===== src/rtl/snf_pkg.sv =====
`default_nettype none
package snf_pkg;

  // Sizes are taken as powers of two.
  localparam int unsigned MEM_BYTES_DEF    = 65536;
  localparam int unsigned PAGE_BYTES_DEF   = 256;
  localparam int unsigned SECTOR_BYTES_DEF = 4096;

  localparam int unsigned CURSOR_W  = 24;
  localparam int unsigned CFG_IDX_W = 4;

  localparam logic [7:0] CMD_NONE  = 8'h00;
  localparam logic [7:0] CMD_WREN  = 8'h06;
  localparam logic [7:0] CMD_RDSR  = 8'h05;
  localparam logic [7:0] CMD_RDID  = 8'h90;
  localparam logic [7:0] CMD_READ  = 8'h03;
  localparam logic [7:0] CMD_PP    = 8'h02;
  localparam logic [7:0] CMD_SE    = 8'h20;

  localparam logic [7:0] MISO_IDLE = 8'hFF;
  localparam logic [7:0] ERASED    = 8'hFF;

  localparam logic [CFG_IDX_W-1:0] REG_MFR = CFG_IDX_W'(0);
  localparam logic [CFG_IDX_W-1:0] REG_DEV = CFG_IDX_W'(1);

  localparam logic [7:0] MFR_RESET = 8'd239;
  localparam logic [7:0] DEV_RESET = 8'd23;

  typedef enum logic [1:0] {
    ACT_NONE,
    ACT_READ,
    ACT_PROG,
    ACT_ERASE
  } act_t;

  typedef enum logic [2:0] {
    ST_CLEAR,
    ST_IDLE,
    ST_RD_WAIT,
    ST_PROG_WR,
    ST_ERASE
  } state_t;

  typedef struct packed {
    logic accept;
    logic load_rdata;
    logic prog_write;
    logic sweep_write;
    logic sweep_full;
  } ctrl_cmd_t;

  typedef struct packed {
    act_t act;
    logic clear_last;
    logic erase_last;
    logic out_blocked;
  } ctrl_stat_t;

endpackage
`default_nettype wire


===== src/rtl/snf_ctrl.sv =====
`default_nettype none
module snf_ctrl (
  input  wire logic               clk,
  input  wire logic               rst_n,
  input  wire logic               in_valid,
  output logic                    in_stall,
  input  wire snf_pkg::ctrl_stat_t stat,
  output snf_pkg::ctrl_cmd_t      cmd
);
  import snf_pkg::*;

  state_t state_r, state_nxt;
  logic   take;

  assign take = (state_r == ST_IDLE) && !stat.out_blocked && in_valid;

  always_ff @(posedge clk) begin
    if (!rst_n) begin
      state_r <= ST_CLEAR;
    end else begin
      state_r <= state_nxt;
    end
  end

  always_comb begin
    state_nxt = state_r;
    unique case (state_r)
      ST_CLEAR: begin
        if (stat.clear_last) state_nxt = ST_IDLE;
      end
      ST_IDLE: begin
        if (take) begin
          unique case (stat.act)
            ACT_READ:  state_nxt = ST_RD_WAIT;
            ACT_PROG:  state_nxt = ST_PROG_WR;
            ACT_ERASE: state_nxt = ST_ERASE;
            ACT_NONE:  state_nxt = ST_IDLE;
          endcase
        end
      end
      ST_RD_WAIT: state_nxt = ST_IDLE;
      ST_PROG_WR: state_nxt = ST_IDLE;
      ST_ERASE: begin
        if (stat.erase_last) state_nxt = ST_IDLE;
      end
      default: state_nxt = ST_CLEAR;
    endcase
  end

  always_comb begin
    cmd      = '0;
    in_stall = 1'b1;
    unique case (state_r)
      ST_CLEAR: begin
        cmd.sweep_write = 1'b1;
        cmd.sweep_full  = 1'b1;
      end
      ST_IDLE: begin
        in_stall   = stat.out_blocked;
        cmd.accept = take;
      end
      ST_RD_WAIT: cmd.load_rdata = 1'b1;
      ST_PROG_WR: cmd.prog_write = 1'b1;
      ST_ERASE:   cmd.sweep_write = 1'b1;
      default: ;
    endcase
  end

endmodule
`default_nettype wire


===== config.mk =====
export PLATFORM = sky130hd
export DESIGN_NAME = snf_ctrl
export DESIGN_NICKNAME = d
export VERILOG_FILES = /design/src/rtl/snf_pkg.sv /design/src/rtl/snf_ctrl.sv
export SDC_FILE = /design/constraint.sdc
export NUM_CORES = 1
export LEC_CHECK = 0
export ABC_CLOCK_PERIOD_IN_PS = 1800
export BUFFER_PORTS_ARGS = -buffer_cell sky130_fd_sc_hd__buf_4
export CAP_MARGIN = 20
export CORE_AREA = 5 5 42 44
export DETAILED_ROUTE_END_ITERATION = 16
export DIE_AREA = 0 0 47 49
export SLEW_MARGIN = 20
export SYNTH_ARGS = -nofsm -noshare
export SYNTH_HDL_FRONTEND = slang
export SYNTH_SLANG_ARGS = --single-unit

===== constraint.sdc =====
create_clock -name clk -period 1.8 [get_ports clk]
set_input_delay 0.18 -clock clk [delete_from_list [all_inputs] [get_ports clk]]
set_output_delay 0.18 -clock clk [all_outputs]
set_load 0.05 [all_outputs]

==> impl_metrics.py <==
metrics = {
    "pwr": {
        "power_density_mw_per_mm2": 710.8,
        "vdd_drop_max_mv": 0.3183,
        "comb_power_share_pct": 25.7,
        "swShare_pct": 30.39,
        "p_int_mw": 0.1789,
        "pwr-share-seq_pct": 28.4,
        "power_switching_mw": 0.07813,
        "power.total_mw": 0.2570,
        "leakage_nw": 0.1906,
        "clkPwrFrac_pct": 45.8,
    },
    "route": {
        "vias": 239,
        "drt-total-wl_um": 629,
        "ant_nets": 0,
        "drtIter0Drc": 3,
        "drtPass1Iterations": 4,
        "post-route-drc-count": 0,
        "detail_route.wl_per_cell_um": 11.23,
        "viasPerCell": 4.268,
    },
    "clock_network": {
        "htreeDepth": 1,
        "cts_tree": "built",
        "cts_buffer_depth": 2,
        "holdBufCountCts": 0,
        "clock-root-buffer": "clkbuf_4",
        "cts_buffers": 3,
        "clock-sinks": 3,
        "postCtsSetupBuffers": 0,
        "clkTransAtPathRegs_ps": 30,
        "cts_resized": 0,
        "insertion_delay_ps": 230,
    },
    "synthesis": {
        "syn_area_um2": 217.7,
        "yosys_warnings": 0,
        "yosys.area.top_type": "dfxtp_1",
        "synth_seq_cells": 3,
        "synth.top_cells.by_area": "dfxtp_1, ha_1, nor4b_2",
        "avgSynthCellArea_um2": 9.466,
        "yosysTopAreaCellShare_pct": 27.59,
        "syn-num-nets": 34,
        "yosys.cell_types.count": 16,
        "synth_cells": 23,
        "yosysSeqAreaShare_pct": 27.59,
    },
    "global_route": {
        "grt_pass1_wl_um": 1041,
        "overflow": 0,
        "antenna_found_initial": 0,
        "first_global_vias": 245,
        "grtUsageTotal_pct": 6.615,
        "grt_max_degree": 8,
    },
    "timing": {
        "fin_crit_ps": 1506,
        "hold-worst-slack_ps": 211.6,
        "hold_violations": 0,
        "clock_skew_ps": 1.499,
        "fmax_mhz": 663.8,
        "slew_headroom_pct": 84.17,
        "tightest_slew_ps": 236.8,
        "postLayoutSetupSlackWorst_ps": 293.6,
        "rsz0062_at_grt": "false",
        "slew_violations": 0,
        "fin_setup_tns_ps": 0,
        "setup_viol": 0,
        "period_share_pct": 83.69,
    },
    "placement": {
        "port_buffers": 13,
        "pre_cts_ws_ps": 559.0,
        "dp_hpwl_um": 492.6,
        "place_congestion": 0.6969,
        "dp_cells": 52,
    },
    "worst_setup_path": {
        "r2r-end": "state_r[2]$_SDFFE_PN0P_",
        "critPathCaptureType": "primary output",
        "cp.required_ps": 1620,
        "r2r_slack_ps": 670,
        "critPathMaxFanout": 7,
        "r2r-start": "state_r[2]$_SDFFE_PN0P_",
        "critPathKind": "flop to primary output",
        "cp-start-kind": "flop",
        "crit_arrival_ps": 1330,
        "reg2regPathDepth": 3,
    },
    "floorplanning": {
        "num_io_pins": 14,
        "dieArea_mm2": 0.002303,
        "rows": 14,
        "die_h_um": 49,
        "core_area_mm2": 0.001401,
        "die_w_um": 47,
        "start_util_pct": 15.54,
    },
    "hold_path": {
        "whs_path_depth": 2,
        "min_to": "state_r[1]$_SDFFE_PN0P_",
        "holdCritPathClass": "input port to flop",
        "min_from": "rst_n",
    },
    "cells_and_area": {
        "fin_nets": 52,
        "top_regs": "state_r (3)",
        "regMostFlops": "state_r",
        "largest_reg_flops": 3,
        "area_growth_pct": 66.09,
        "drive_gt1_share_pct": 45.00,
        "instances_no_fill": 56,
        "diodes": 0,
    },
    "run": {
        "drv_cap": 0,
    },
    "outcome": {
        "outcome": "completed",
    },
}
## metrics by stage
step | cell area (um^2) | util (%)
global route | 361.6 | 25.80
detailed placement | 335.3 | 23.93
global placement | 335.3 | 23.93
finish | 361.6 | 25.80
CTS | 361.6 | 25.80
floorplan | 217.7 | -
## power groups by stage
stage,sequential (mW),combinational [mW],clock (mW)
floorplan,0.0730,0.0389,0
global placement,0.0738,0.0660,0
detailed placement,0.0739,0.0668,0
CTS,0.0730,0.0670,0.126
global route,0.0732,0.0719,0.139
finish,0.0730,0.0662,0.118
## worst max-delay path: stages (launching register included)
cell and delay [ps]:
dfxtp_1 360, nor4b_2 320, and2_2 210, buf_4 200
## worst max-delay path by stage
stage,start,endpoint,cells past startpoint,slack (ps)
3_3_place_gp,state_r[2]$_SDFFE_PN0P_,cmd[4],3,570
3_5_place_dp,state_r[0]$_SDFFE_PN0P_,cmd[4],3,560
2_1_floorplan,state_r[1]$_SDFFE_PN0P_,cmd[3],1,60
5_1_grt,state_r[0]$_SDFFE_PN0P_,cmd[4],3,200
4_1_cts,state_r[0]$_SDFFE_PN0P_,cmd[4],3,290
6_report,state_r[2]$_SDFFE_PN0P_,cmd[4],3,290
## Yosys cell counts
| master | n |
|---|---|
| o31ai_1 | 1 |
| nand2_1 | 1 |
| nor3_1 | 1 |
| inv_1 | 3 |
| and3b_1 | 1 |
| dfxtp_1 | 3 |
| a41o_1 | 1 |
| ha_1 | 3 |
| and3_1 | 1 |
| nor2_1 | 2 |
| and2_2 | 1 |
| nor4b_2 | 1 |
| a221oi_1 | 1 |
| nor3b_1 | 1 |
| and4b_1 | 1 |
| nand4bb_1 | 1 |
## cells in the final DEF, fill, tap and decap left out, drive strengths merged
cell type	count
a221oi	1
a41o	1
and2	1
and3	1
and3b	1
and4b	1
buf	13
clkbuf	4
dfxtp	3
ha	3
inv	3
nand2	1
nand4bb	1
nor2	2
nor3	1
nor3b	1
nor4b	1
o31ai	1
## final cells by class
cell class	instances	area, um^2
tap	16	20.02
clock buffer	4	26.28
multi-input combinational	17	146.4
fill	169	1040
sequential	3	60.06
inverter	3	11.26
timing repair buffer	13	97.59
## cells by family (layout without fill, tap and decap cells)
kind of cell	Yosys count	count (layout)	synth area share (%)
AND/OR/NAND/NOR	11	11	37.93
adder cells (fa/ha/maj)	3	3	17.24
AO/OA/AOI/OAI	3	3	12.07
flip-flops	3	3	27.59
buffers and inverters	3	20	5.172
## routing by layer
| layer | part of all wire (%) | GRT usage (%) | wire (um) |
|---|---|---|---|
| met3 | 15 | 5.904 | 92 |
| met1 | 42 | 7.456 | 266 |
| met5 | 0 | 0 | 0 |
| met2 | 43 | 8.597 | 269 |
| met4 | 0 | 2.765 | 0 |
No activity file was read; power rests on OpenSTA's default activity.
